===== config.mk =====
export PLATFORM = sky130hd
export DESIGN_NAME = sf_dial_pulse_digit_decoder
export DESIGN_NICKNAME = d
export VERILOG_FILES = /design/src/design/sfdp_pkg.sv /design/src/design/sfdp_cfg_regs.sv /design/src/design/sfdp_engine.sv /design/src/design/sfdp_outbuf.sv /design/src/design/sf_dial_pulse_digit_decoder.sv
export VERILOG_INCLUDE_DIRS = /design/src /design/src/design
export SDC_FILE = /design/constraint.sdc
export NUM_CORES = 1
export LEC_CHECK = 0
export BUFFER_PORTS_ARGS = -buffer_cell sky130_fd_sc_hd__buf_2
export CAP_MARGIN = 15
export CORE_MARGIN = 8
export CORE_UTILIZATION = 50
export CTS_CLUSTER_DIAMETER = 60
export DETAILED_ROUTE_END_ITERATION = 10
export PLACE_DENSITY = 0.68
export SYNTH_ARGS = -nofsm -noshare
export SYNTH_HDL_FRONTEND = slang
export SYNTH_SLANG_ARGS = --single-unit

===== constraint.sdc =====
create_clock -name clk -period 7.6 [get_ports clk]
set_clock_uncertainty 0.1 [all_clocks]
set_input_delay 1.14 -clock clk [delete_from_list [all_inputs] [get_ports clk]]
set_output_delay 1.14 -clock clk [all_outputs]
set_load 0.02 [all_outputs]

===== src/design/sf_dial_pulse_digit_decoder_assert.svh =====
// Assertion helpers shared by the decoder modules.
// Each expects clk and rst in scope and checks only outside reset.
`ifndef SF_DIAL_PULSE_DIGIT_DECODER_ASSERT_SVH
`define SF_DIAL_PULSE_DIGIT_DECODER_ASSERT_SVH

// Same-cycle implication.
`define SFDP_AST_IMP(lbl, ante, cons) \
  lbl: assert property (@(posedge clk) disable iff (rst) (ante) |-> (cons)) \
    else $error("sfdp: same-cycle check failed");

// Next-cycle implication.
`define SFDP_AST_NXT(lbl, ante, cons) \
  lbl: assert property (@(posedge clk) disable iff (rst) (ante) |=> (cons)) \
    else $error("sfdp: next-cycle check failed");

`endif


===== src/design/sfdp_pkg.sv =====
`timescale 1ns / 1ps

package sfdp_pkg;

  // Payload of one input transaction
  typedef struct packed {
    logic       tone_hit;
    logic [9:0] elapsed_ms;
    logic       restart;
  } in_t;

  // Payload of one result transaction
  typedef struct packed {
    logic       digit_valid;
    logic [6:0] digit_char;
    logic       done_res;
    logic [1:0] end_status;
  } out_t;

  // Configuration register contents
  typedef struct packed {
    logic [7:0]  max_digits;
    logic        extra_pulses;
    logic [31:0] timeout_ms;
    logic [9:0]  min_off_ms;
    logic [9:0]  off_window_ms;
    logic [11:0] digit_gap_ms;
  } cfg_t;

  localparam int unsigned CfgIdxW = 3;
  localparam int unsigned CfgDataW = 32;

  // Register indexes
  localparam logic [CfgIdxW-1:0] REG_MAX_DIGITS    = 3'd0;
  localparam logic [CfgIdxW-1:0] REG_EXTRA_PULSES  = 3'd1;
  localparam logic [CfgIdxW-1:0] REG_TIMEOUT_MS    = 3'd2;
  localparam logic [CfgIdxW-1:0] REG_MIN_OFF_MS    = 3'd3;
  localparam logic [CfgIdxW-1:0] REG_OFF_WINDOW_MS = 3'd4;
  localparam logic [CfgIdxW-1:0] REG_DIGIT_GAP_MS  = 3'd5;

  // Register reset values
  localparam logic [9:0]  MIN_OFF_RST    = 10'd25;
  localparam logic [9:0]  OFF_WINDOW_RST = 10'd30;
  localparam logic [11:0] DIGIT_GAP_RST  = 12'd600;

  // End status codes
  localparam logic [1:0] ST_RUNNING    = 2'd0;
  localparam logic [1:0] ST_MAX_DIGITS = 2'd1;
  localparam logic [1:0] ST_TIMEOUT    = 2'd2;
  localparam logic [1:0] ST_STORE_FULL = 2'd3;

  // Digit characters
  localparam logic [6:0] CH_ZERO  = 7'h30;
  localparam logic [6:0] CH_STAR  = 7'h2A;
  localparam logic [6:0] CH_HASH  = 7'h23;
  localparam logic [6:0] CH_D     = 7'h44;
  localparam logic [6:0] CH_C     = 7'h43;
  localparam logic [6:0] CH_B     = 7'h42;
  localparam logic [6:0] CH_A     = 7'h41;

  localparam logic [5:0] PULSE_MAX = 6'd63;

  // Pulse count to ASCII digit character, or to *, #, D, C, B, A for 11 and more pulses when extra is set
  function automatic logic [6:0] map_digit(input logic [5:0] n, input logic extra);
    logic [6:0] ch;
    if (n <= 6'd9) begin
      ch = CH_ZERO + 7'(n);
    end else if (n == 6'd10 || !extra) begin
      ch = CH_ZERO;
    end else begin
      priority case (n)
        6'd11:   ch = CH_STAR;
        6'd12:   ch = CH_HASH;
        6'd13:   ch = CH_D;
        6'd14:   ch = CH_C;
        6'd15:   ch = CH_B;
        default: ch = CH_A;
      endcase
    end
    return ch;
  endfunction

endpackage


===== src/design/sfdp_cfg_regs.sv =====
`timescale 1ns / 1ps

module sfdp_cfg_regs (
  input  logic                          clk,
  input  logic                          rst,
  input  logic                          wr_en,
  input  logic [sfdp_pkg::CfgIdxW-1:0]  wr_index,
  input  logic [sfdp_pkg::CfgDataW-1:0] wr_data,
  output sfdp_pkg::cfg_t                cfg
);

  always_ff @(posedge clk) begin
    if (rst) begin
      cfg.max_digits    <= '0;
      cfg.extra_pulses  <= 1'b0;
      cfg.timeout_ms    <= '0;
      cfg.min_off_ms    <= sfdp_pkg::MIN_OFF_RST;
      cfg.off_window_ms <= sfdp_pkg::OFF_WINDOW_RST;
      cfg.digit_gap_ms  <= sfdp_pkg::DIGIT_GAP_RST;
    end else if (wr_en) begin
      unique case (wr_index)
        sfdp_pkg::REG_MAX_DIGITS:    cfg.max_digits    <= wr_data[7:0];
        sfdp_pkg::REG_EXTRA_PULSES:  cfg.extra_pulses  <= wr_data[0];
        sfdp_pkg::REG_TIMEOUT_MS:    cfg.timeout_ms    <= wr_data[31:0];
        sfdp_pkg::REG_MIN_OFF_MS:    cfg.min_off_ms    <= wr_data[9:0];
        sfdp_pkg::REG_OFF_WINDOW_MS: cfg.off_window_ms <= wr_data[9:0];
        sfdp_pkg::REG_DIGIT_GAP_MS:  cfg.digit_gap_ms  <= wr_data[11:0];
        default: ;  // unmapped index, ignored
      endcase
    end
  end

endmodule


===== src/design/sfdp_engine.sv =====
`timescale 1ns / 1ps

module sfdp_engine #(
  parameter int unsigned STORE_DIGITS = 255
) (
  input  logic           clk,
  input  logic           rst,
  input  logic           step,
  input  sfdp_pkg::in_t  item,
  input  sfdp_pkg::cfg_t cfg,
  output sfdp_pkg::out_t result
);

  localparam logic [7:0] StoreLim = 8'(STORE_DIGITS);

  logic        tone_on, tone_on_next;
  logic [9:0]  pulse_timer, pulse_timer_next;
  logic [11:0] gap_timer, gap_timer_next;
  logic [31:0] total_timer, total_timer_next;
  logic [5:0]  pulse_count, pulse_count_next;
  logic [7:0]  digit_count, digit_count_next;
  logic        finished, finished_next;
  logic [1:0]  final_status, final_status_next;

  logic [10:0] pt_sum;
  logic [12:0] gt_sum;
  logic [32:0] tt_sum;
  logic [9:0]  pt_sat;
  logic [11:0] gt_sat;
  logic [31:0] tt_sat;
  logic [9:0]  off_excess;
  logic        dig_valid;
  logic [6:0]  dig_char;

  always_comb begin
    pt_sum = {1'b0, pulse_timer} + 11'(item.elapsed_ms);
    gt_sum = {1'b0, gap_timer} + 13'(item.elapsed_ms);
    tt_sum = {1'b0, total_timer} + 33'(item.elapsed_ms);
    pt_sat = pt_sum[10] ? '1 : pt_sum[9:0];
    gt_sat = gt_sum[12] ? '1 : gt_sum[11:0];
    tt_sat = tt_sum[32] ? '1 : tt_sum[31:0];
    off_excess = pt_sat - cfg.min_off_ms;

    tone_on_next      = tone_on;
    pulse_timer_next  = pulse_timer;
    gap_timer_next    = gap_timer;
    total_timer_next  = total_timer;
    pulse_count_next  = pulse_count;
    digit_count_next  = digit_count;
    finished_next     = finished;
    final_status_next = final_status;
    dig_valid         = 1'b0;
    dig_char          = '0;

    if (item.restart) begin
      tone_on_next      = 1'b0;
      pulse_timer_next  = '0;
      gap_timer_next    = '0;
      total_timer_next  = '0;
      pulse_count_next  = '0;
      digit_count_next  = '0;
      finished_next     = 1'b0;
      final_status_next = sfdp_pkg::ST_RUNNING;
    end else if (!finished) begin
      pulse_timer_next = pt_sat;
      gap_timer_next   = gt_sat;
      total_timer_next = tt_sat;
      if (cfg.timeout_ms != '0 && tt_sat >= cfg.timeout_ms) begin
        finished_next     = 1'b1;
        final_status_next = sfdp_pkg::ST_TIMEOUT;
      end else if (digit_count >= StoreLim) begin
        finished_next     = 1'b1;
        final_status_next = sfdp_pkg::ST_STORE_FULL;
      end else if (item.tone_hit) begin
        tone_on_next     = 1'b1;
        pulse_timer_next = '0;
      end else if (tone_on) begin
        if (pt_sat >= cfg.min_off_ms) begin
          tone_on_next = 1'b0;
          if (off_excess < cfg.off_window_ms) begin
            if (pulse_count != sfdp_pkg::PULSE_MAX) begin
              pulse_count_next = pulse_count + 6'd1;
            end
            gap_timer_next = '0;
          end
        end
      end else if (pulse_count != '0 && gt_sat >= cfg.digit_gap_ms) begin
        dig_valid        = 1'b1;
        dig_char         = sfdp_pkg::map_digit(pulse_count, cfg.extra_pulses);
        pulse_count_next = '0;
        if (digit_count != 8'hFF) begin
          digit_count_next = digit_count + 8'd1;
        end
        if (cfg.max_digits != '0 && digit_count_next >= cfg.max_digits) begin
          finished_next     = 1'b1;
          final_status_next = sfdp_pkg::ST_MAX_DIGITS;
        end
      end
    end

    result.digit_valid = dig_valid;
    result.digit_char  = dig_char;
    result.done_res    = finished_next;
    result.end_status  = final_status_next;
  end

  always_ff @(posedge clk) begin
    if (rst) begin
      tone_on      <= 1'b0;
      pulse_timer  <= '0;
      gap_timer    <= '0;
      total_timer  <= '0;
      pulse_count  <= '0;
      digit_count  <= '0;
      finished     <= 1'b0;
      final_status <= sfdp_pkg::ST_RUNNING;
    end else if (step) begin
      tone_on      <= tone_on_next;
      pulse_timer  <= pulse_timer_next;
      gap_timer    <= gap_timer_next;
      total_timer  <= total_timer_next;
      pulse_count  <= pulse_count_next;
      digit_count  <= digit_count_next;
      finished     <= finished_next;
      final_status <= final_status_next;
    end
  end

`include "sf_dial_pulse_digit_decoder_assert.svh"

  `SFDP_AST_IMP(a_fin_status, finished, final_status != sfdp_pkg::ST_RUNNING)
  `SFDP_AST_NXT(a_restart_clears, step && item.restart, ~|{finished, pulse_count, digit_count})
  `SFDP_AST_NXT(a_hold_when_done, !step, $stable(digit_count) && $stable(finished))

endmodule


===== src/design/sfdp_outbuf.sv =====
`timescale 1ns / 1ps

module sfdp_outbuf (
  input  logic           clk,
  input  logic           rst,
  input  logic           push,
  input  sfdp_pkg::out_t push_data,
  output logic           space,
  output logic           out_valid,
  input  logic           out_ready,
  output sfdp_pkg::out_t out_data
);

  logic           skid_valid;
  sfdp_pkg::out_t skid_data;
  logic           pop;

  assign pop   = out_valid & out_ready;
  assign space = ~skid_valid;

  always_ff @(posedge clk) begin
    if (rst) begin
      out_valid  <= 1'b0;
      skid_valid <= 1'b0;
    end else if (pop && skid_valid) begin
      out_valid  <= 1'b1;
      skid_valid <= 1'b0;
    end else if (pop) begin
      out_valid <= push;
    end else if (push && out_valid) begin
      skid_valid <= 1'b1;
    end else if (push) begin
      out_valid <= 1'b1;
    end
  end

  // payload, no reset
  always_ff @(posedge clk) begin
    if (pop && skid_valid) begin
      out_data <= skid_data;
    end else if (push && (pop || !out_valid)) begin
      out_data <= push_data;
    end
    if (push && out_valid && !pop) begin
      skid_data <= push_data;
    end
  end

`include "sf_dial_pulse_digit_decoder_assert.svh"

  `SFDP_AST_IMP(a_skid_under_main, skid_valid, out_valid)
  `SFDP_AST_NXT(a_skid_drains, pop && skid_valid, out_valid && !skid_valid)
  `SFDP_AST_IMP(a_no_push_when_full, skid_valid, !push)

endmodule


===== src/design/sf_dial_pulse_digit_decoder.sv =====
`timescale 1ns / 1ps

// Single-frequency dial pulse receiver. Each input transaction is one audio-frame
// report (tone detector hit, ms since the previous frame, restart) and yields exactly
// one result transaction: a digit strobe with its ASCII character, plus the done flag
// and end status (running, max digits, timeout, store full). Throughput is one item
// per clock: the timer, pulse and digit update is a single pass of compares and
// saturating adds from the accepted input into the state and result registers, so
// an item is accepted every cycle that the two-entry output buffer has room. The
// result is registered in the output buffer. Configuration registers (index 0
// max_digits, 1 extra_pulses, 2 timeout_ms, 3 min_off_ms, 4 off_window_ms,
// 5 digit_gap_ms) are written through the cfg channel, which is always ready; write
// only while no items are in flight. STORE_DIGITS (1..255) sets the digit count at
// which reception ends with store-full status.
module sf_dial_pulse_digit_decoder #(
  parameter int unsigned STORE_DIGITS = 255
) (
  input  logic                          clk,
  input  logic                          rst,
  // frame reports
  input  logic                          in_valid,
  output logic                          in_ready,
  input  sfdp_pkg::in_t                 in_data,
  // results
  output logic                          out_valid,
  input  logic                          out_ready,
  output sfdp_pkg::out_t                out_data,
  // register writes
  input  logic                          cfg_valid,
  output logic                          cfg_ready,
  input  logic [sfdp_pkg::CfgIdxW-1:0]  cfg_index,
  input  logic [sfdp_pkg::CfgDataW-1:0] cfg_data
);

  sfdp_pkg::cfg_t cfg;
  sfdp_pkg::out_t result;
  logic           step;
  logic           space;

  // Register writes never stall.
  assign cfg_ready = 1'b1;

  // One transaction per cycle whenever the skid slot is free.
  assign in_ready = space;
  assign step     = in_valid & in_ready;

  sfdp_cfg_regs u_cfg (
    .clk      (clk),
    .rst      (rst),
    .wr_en    (cfg_valid & cfg_ready),
    .wr_index (cfg_index),
    .wr_data  (cfg_data),
    .cfg      (cfg)
  );

  // Timers, pulse/digit counters and end status; result is combinational
  // on the accepted frame and is captured by the output buffer.
  sfdp_engine #(
    .STORE_DIGITS (STORE_DIGITS)
  ) u_engine (
    .clk    (clk),
    .rst    (rst),
    .step   (step),
    .item   (in_data),
    .cfg    (cfg),
    .result (result)
  );

  // Output register plus skid entry, so back-pressure on the result side
  // does not drop a transaction already in flight.
  sfdp_outbuf u_outbuf (
    .clk       (clk),
    .rst       (rst),
    .push      (step),
    .push_data (result),
    .space     (space),
    .out_valid (out_valid),
    .out_ready (out_ready),
    .out_data  (out_data)
  );

endmodule

Word level (Yosys, flattened, before mapping)
Cells that the tools add are included.
- muxes and demuxes: 89
- equality and inequality tests: 22
- add/subtract/negate cells: 7
- magnitude comparators: 7
- bitwise operators: 4
- reductions and logical operators: 33
- operator list (cell ; number):
    two-way mux 8 bit ; 15
    two-way mux 12 bit ; 9
    two-way mux 32 bit ; 3
    two-way mux 7 bit ; 9
    two-way mux 10 bit ; 6
    two-way mux 6 bit ; 10
    equality test 6 x 4 -> 1 bit, second input constant ; 6
    case mux 7 bit (5 select lines) ; 1
    adder 32 x 10 -> 33 bit ; 1
    greater-or-equal comparator 32 bit ; 1
    nonzero test 32 bit ; 1
    two-way mux 1 bit ; 26
    two-way mux 11 bit ; 2
    AND reduction 2 bit ; 9
    two-way mux 2 bit ; 8
    adder 12 x 10 -> 13 bit ; 1
    greater-or-equal comparator 12 bit ; 1
    adder 10 x 10 -> 11 bit ; 1
    greater-or-equal comparator 10 bit ; 1
    less-than comparator 10 bit ; 1
    inequality test 2 bit, second input constant ; 5
    subtractor 10 bit ; 1
    inequality test 3 bit, second input constant ; 3
    AND reduction 9 bit ; 1
    other kinds (25) ; 40
- output and inout port bits: 14
- flip-flop bits (word level): 169

Depth between registers and ports, before layout
- depth after elaboration: 23
- mapped depth: 28
- mapped depth without buffers: 28

Modules after synthesis
Synthesis repeated with hierarchy kept, for this count alone.
- cell total of the unflattened synthesis: 1338
- area total of the unflattened synthesis: 11572.3 µm²
- modules (own cells, without submodules) (module ; seq. area each (µm²) ; area an instance (µm²) ; cells each ; times used):
    sfdp_engine ; 1441.4 ; 7584.8 ; 1002 ; 1
    sfdp_cfg_regs ; 1461.4 ; 3035.4 ; 286 ; 1
    sfdp_outbuf ; 700.7 ; 934.6 ; 47 ; 1
    sf_dial_pulse_digit_decoder ; 0.0 ; 17.5 ; 3 ; 1

Worst setup path after synthesis
No wires, ideal clock.
- path type: in2reg
- from: in in_data[1] (netlist bit)
- to: reg u_engine.pulse_count[5]
- cell stages on the path: 27
- arrival: 5.607 ns
- setup time: 0.120 ns
- slack: 1.774 ns
- path through: ha_1 inv_1 fa_1 nor2b_1 o21ai_0 a21o_1 a21oi_1 a21o_1 a21oi_1 nand2b_1 inv_1 ha_1 fa_1 nor2b_1 o31ai_1 a21oi_1 a21o_1 a21oi_1 xnor2_1 ha_1 a21o_1 a21oi_1 and2_1 a31oi_1 o31ai_1 a31o_2 a21oi_1
- word-level cells in the longest chain between the ends: 6
- elaborated cells between the ends (all ways): 18
- those cells by class: add/sub (4); order compare (4); eq/ne (3); mux (3); reduce/logical (4)
- ends and longest elaborated chain (item ; line ; RTL):
    from (decl) ; sf_dial_pulse_digit_decoder.sv:23 ; input sfdp_pkg::in_t in_data,
    adder 10 x 10 -> 11 bit, or another cell as far along ; sfdp_engine.sv:36 ; pt_sum = {1'b0, pulse_timer} + 11'(item.elapsed_ms);
    two-way mux 10 bit, or another cell as far along ; sfdp_engine.sv:39 ; pt_sat = pt_sum[10] ? '1 : pt_sum[9:0];
    subtractor 10 bit, or another cell as far along ; sfdp_engine.sv:42 ; off_excess = pt_sat - cfg.min_off_ms;
    less-than comparator 10 bit, or another cell as far along ; sfdp_engine.sv:80 ; if (off_excess < cfg.off_window_ms) begin
    inequality test 3 bit (no source line), or another cell as far along ; n/a ;
    AND reduction 9 bit (no source line) (*) ; n/a ;
    to (signal assigned) ; sfdp_engine.sv:122 ; pulse_count <= pulse_count_next;
    to (decl) ; sfdp_engine.sv:20 ; logic [5:0] pulse_count, pulse_count_next;
Every way passes the cells marked *; elsewhere a longest branch is shown, timed or not.
A chain may end at the register's enable or synchronous reset.

Worst setup path after layout
Ends and elaborated chain as after synthesis.

==> implementation parameters <==
Parameter                              Value

Run status
  Run status    finished, final reports clean

GRT
  Pin count of the biggest net entering global routing    77
  Antenna violations before repair    0
  Total congestion overflow    0
  Vias in the first global route    9167
  First-pass GRT wire length    46390 µm
  GRT Overall Usage    0.2162

Critical path
  Maximum fanout encountered on the critical timing path    9
  Slowest Stage Delay on Critical Path    0.53 ns
  Endpoint arrival time on the critical path    6.60 ns
  Crit. End Element    register
  Crit path kind    input pin to register
  Crit-path slowest cell    sky130_fd_sc_hd__a21oi_1
  Required time worst endpoint    7.81 ns
  Type of element launching the critical path    input pin

Clock tree
  CTS clk-pin slew, worst paths    0.06 ns
  Insertion delay of the later-clocked pin in the worst-skew pair    0.43 ns
  Clock tree from TritonCTS    built
  Post-CTS setup repair buffer count    0
  Clock buffers created by TritonCTS    17
  Post-CTS resize count    0
  Count of H-tree levels built during CTS    4
  Maximum root-to-sink buffer count    2
  CTS Hold Buffers Added    0
  Sink count of the clock tree    169
  Buffer type at the clock tree root    sky130_fd_sc_hd__clkbuf_16

Floorplanning
  Die Span Y    163.4 µm
  Starting utilization of the core area    0.5038
  Placement row count    54
  Placeable Area    21550 µm²
  Number of I/O pins    66
  Horiz. Die Dim    163.4 µm
  Die area    26690 µm²

Synth
  Share of the synthesized netlist area taken by xor and xnor gates    0.03227
  Fraction of the mapped netlist area in compound gates    0.2168
  Top cells by area, synth    sky130_fd_sc_hd__dfxtp_1 (27%), sky130_fd_sc_hd__ha_1 (13%), sky130_fd_sc_hd__nand2_1 (8.5%), sky130_fd_sc_hd__a21oi_1 (6.3%), sky130_fd_sc_hd__edfxtp_1 (6.1%)
  Post-synth EDFFs    22
  Synth Area in Simple Gates    0.2065
  Dominant cell type by area after synthesis    sky130_fd_sc_hd__dfxtp_1
  Share of synthesized area spent on multiplexers    0.02086
  Per-instance average area after synthesis    8.019 µm²
  Cells after Synth    1354
  Share of flip-flops with an asynchronous set or reset after synthesis    0
  #FFs+latches synth    169
  Main synth FF type    sky130_fd_sc_hd__dfxtp_1
  Share of the yosys chip area belonging to registers    0.3319
  Portion of synthesized cell area occupied by the leading cell type    0.2710
  YS warnings    0
  Post-synthesis adder-cell area fraction    0.1330
  Number of unique standard cell types used by synthesis    78
  Synth Net Count    1519
  Combinational family with the most area after synthesis    compound AO/OA/AOI/OAI gates
  Area of the mapped netlist    10860 µm²

Place
  Count of input and output buffers    64
  Final weighted congestion of routability-driven global placement    0.9143
  Post-placement setup slack    0.8269 ns
  Sum of net half-perimeters after detailed placement    21540 µm

Timing
  Setup tns final    0 ns
  Max-slew violation count    0
  Final count of hold timing violations    0
  Worst hold-check slack    0.3540 ns
  Highest clock frequency the design can meet    0.1567 GHz
  RSZ-0062 raised after global routing    no
  Endpoints failing setup    0
  Pin slew with the least headroom to its limit    1.162 ns
  Slack of the critical path    1.219 ns
  Final min period    6.381 ns
  Relative slew slack    0.2252
  Final Cycle Share    0.8397

Finish
  Final-layout fill cell count    2018
  Most common cell after layout, fill and taps aside    sky130_fd_sc_hd__nand2_1
  Most frequent cells in the layout    sky130_fd_sc_hd__nand2_1 (247), sky130_fd_sc_hd__dfxtp_1 (147), sky130_fd_sc_hd__a21oi_1 (136), sky130_fd_sc_hd__ha_1 (109), sky130_fd_sc_hd__inv_1 (106)
  Multi-input logic area    6639 µm²
  Share of final-layout standard cells stronger than drive strength 1    0.1019
  Final net count    1557
  Number of antenna diodes    0
  Register Area    3603 µm²
  Synthesis-to-finish area growth    10.15%

Pwr
  Static power due to leakage    4.852 nW
  Power density normalized to cell area    188.9 nW/µm²
  Max rail drop VDD    0.1636 mV

Run
  Maximum Capacitance Violations    0

Route
  Post-DR wirelength/cell    17.12 µm
  Pre-Repair DR Iteration Count    6
  Initial DRC count    676
  Post-route ant nets    0
  Number of vias after detailed routing    9683
  Detailed-route vias per instance    5.750
  Number of design rule violations left after detail routing    0
  Final wirelength    28830 µm

Worst hold path
  Worst min-delay path category    register to register
[routing by layer]
layer  wire length, µm  vias up  share of wire  GRT usage
li1                  -     4860              -          -
met1             13720     4498           0.48     0.2969
met2             12860      278           0.45     0.3409
met3              1589       47          0.055    0.03125
met4               669        0          0.023    0.07423
met5                 0        -              0          0
[synth_stat cells (7+ instances only)]
master / instances
sky130_fd_sc_hd__a211oi_1: 7
sky130_fd_sc_hd__a21o_1: 22
sky130_fd_sc_hd__a21oi_1: 136
sky130_fd_sc_hd__a22o_1: 23
sky130_fd_sc_hd__a31oi_1: 20
sky130_fd_sc_hd__a32o_1: 10
sky130_fd_sc_hd__and2_1: 18
sky130_fd_sc_hd__and3_1: 15
sky130_fd_sc_hd__buf_2: 9
sky130_fd_sc_hd__clkbuf_1: 42
sky130_fd_sc_hd__dfxtp_1: 147
sky130_fd_sc_hd__edfxtp_1: 22
sky130_fd_sc_hd__ha_1: 109
sky130_fd_sc_hd__inv_1: 106
sky130_fd_sc_hd__mux2_2: 9
sky130_fd_sc_hd__mux2i_1: 11
sky130_fd_sc_hd__nand2_1: 247
sky130_fd_sc_hd__nand2b_1: 11
sky130_fd_sc_hd__nand3_1: 28
sky130_fd_sc_hd__nand4_1: 16
sky130_fd_sc_hd__nor2_1: 66
sky130_fd_sc_hd__nor2b_1: 15
sky130_fd_sc_hd__nor3_1: 29
sky130_fd_sc_hd__nor4_1: 10
sky130_fd_sc_hd__o211ai_1: 15
sky130_fd_sc_hd__o21a_1: 11
sky130_fd_sc_hd__o21ai_0: 59
sky130_fd_sc_hd__o31ai_1: 9
sky130_fd_sc_hd__or2_2: 7
sky130_fd_sc_hd__xnor2_1: 28
sky130_fd_sc_hd__xor2_1: 12
[logic make-up (layout without fill, tap and decap cells)]
logic type | Yosys count | in the layout
buffers and inverters | 162 | 212
AOI/OAI and AO/OA | 364 | 364
adders and majority gates | 113 | 113
xor gates and xnor gates | 40 | 40
and+or+nand+nor | 484 | 484
other | 1 | 1
muxes | 21 | 21
DFF | 169 | 169
[metrics by stage]
| step | power [mW] | area, µm² | util | instances |
|---|---|---|---|---|
| 2_1_floorplan | 1.304 | 10860 | - | 1354 |
| 3_3_place_gp | 1.425 | 11380 | 0.5281 | 1652 |
| 3_5_place_dp | 1.435 | 11380 | 0.5281 | 1652 |
| 4_1_cts | 2.263 | 11930 | 0.5536 | 1683 |
| 5_1_grt | 2.365 | 11960 | 0.5549 | 1684 |
| 6_report | 2.260 | 11960 | 0.5549 | 1684 |
[power breakdown]
group | total, mW | switching [mW] | internal [mW]
Sequential | 0.952 | 0.0194 | 0.933
Clock | 0.832 | 0.358 | 0.474
Combinational | 0.475 | 0.291 | 0.184
Total | 2.26 | 0.669 | 1.59
[critical path: cells and delay by family]
family                   cells  cell delay [ns]
AO/OA/AOI/OAI               17             3.88
adder cells (fa/ha/maj)      4             1.13
AND/OR/NAND/NOR              2             0.26
buffers and inverters        2             0.20
[area by class of cell]
type | instances | area share
repair buffers | 74 | 0.03473
well taps | 280 | 0.02929
clock buffers | 24 | 0.04028
multi-input cells | 1023 | 0.5551
inverters | 107 | 0.03358
flip-flops and latches | 169 | 0.3013
clock inverters | 7 | 0.005754
[flip-flops by register name (all words and copies together) (netlist names)]
name,count
u_engine.gap_timer,12
u_engine.final_status,2
u_engine.total_timer,32
u_outbuf.skid_valid,1
u_engine.tone_on,1
u_engine.pulse_timer,10
u_outbuf.out_data,11
u_outbuf.out_valid,1
u_engine.finished,1
u_cfg.cfg,73
u_outbuf.skid_data,11
u_engine.pulse_count,6
u_engine.digit_count,8
[worst paths after layout]
check | startpoint | endpoint | slack (ns) | cells after the start
max | in_data[1] | u_engine.pulse_count[5] | 1.22 | 25
min | u_cfg.cfg[20] | u_cfg.cfg[20] | 0.35 | 2
max reg2reg | u_engine.pulse_timer[0] | u_engine.pulse_count[5] | 1.77 | 24
min reg2reg | u_cfg.cfg[20] | u_cfg.cfg[20] | 0.35 | 2
No activity file was read; power rests on OpenSTA's default activity.
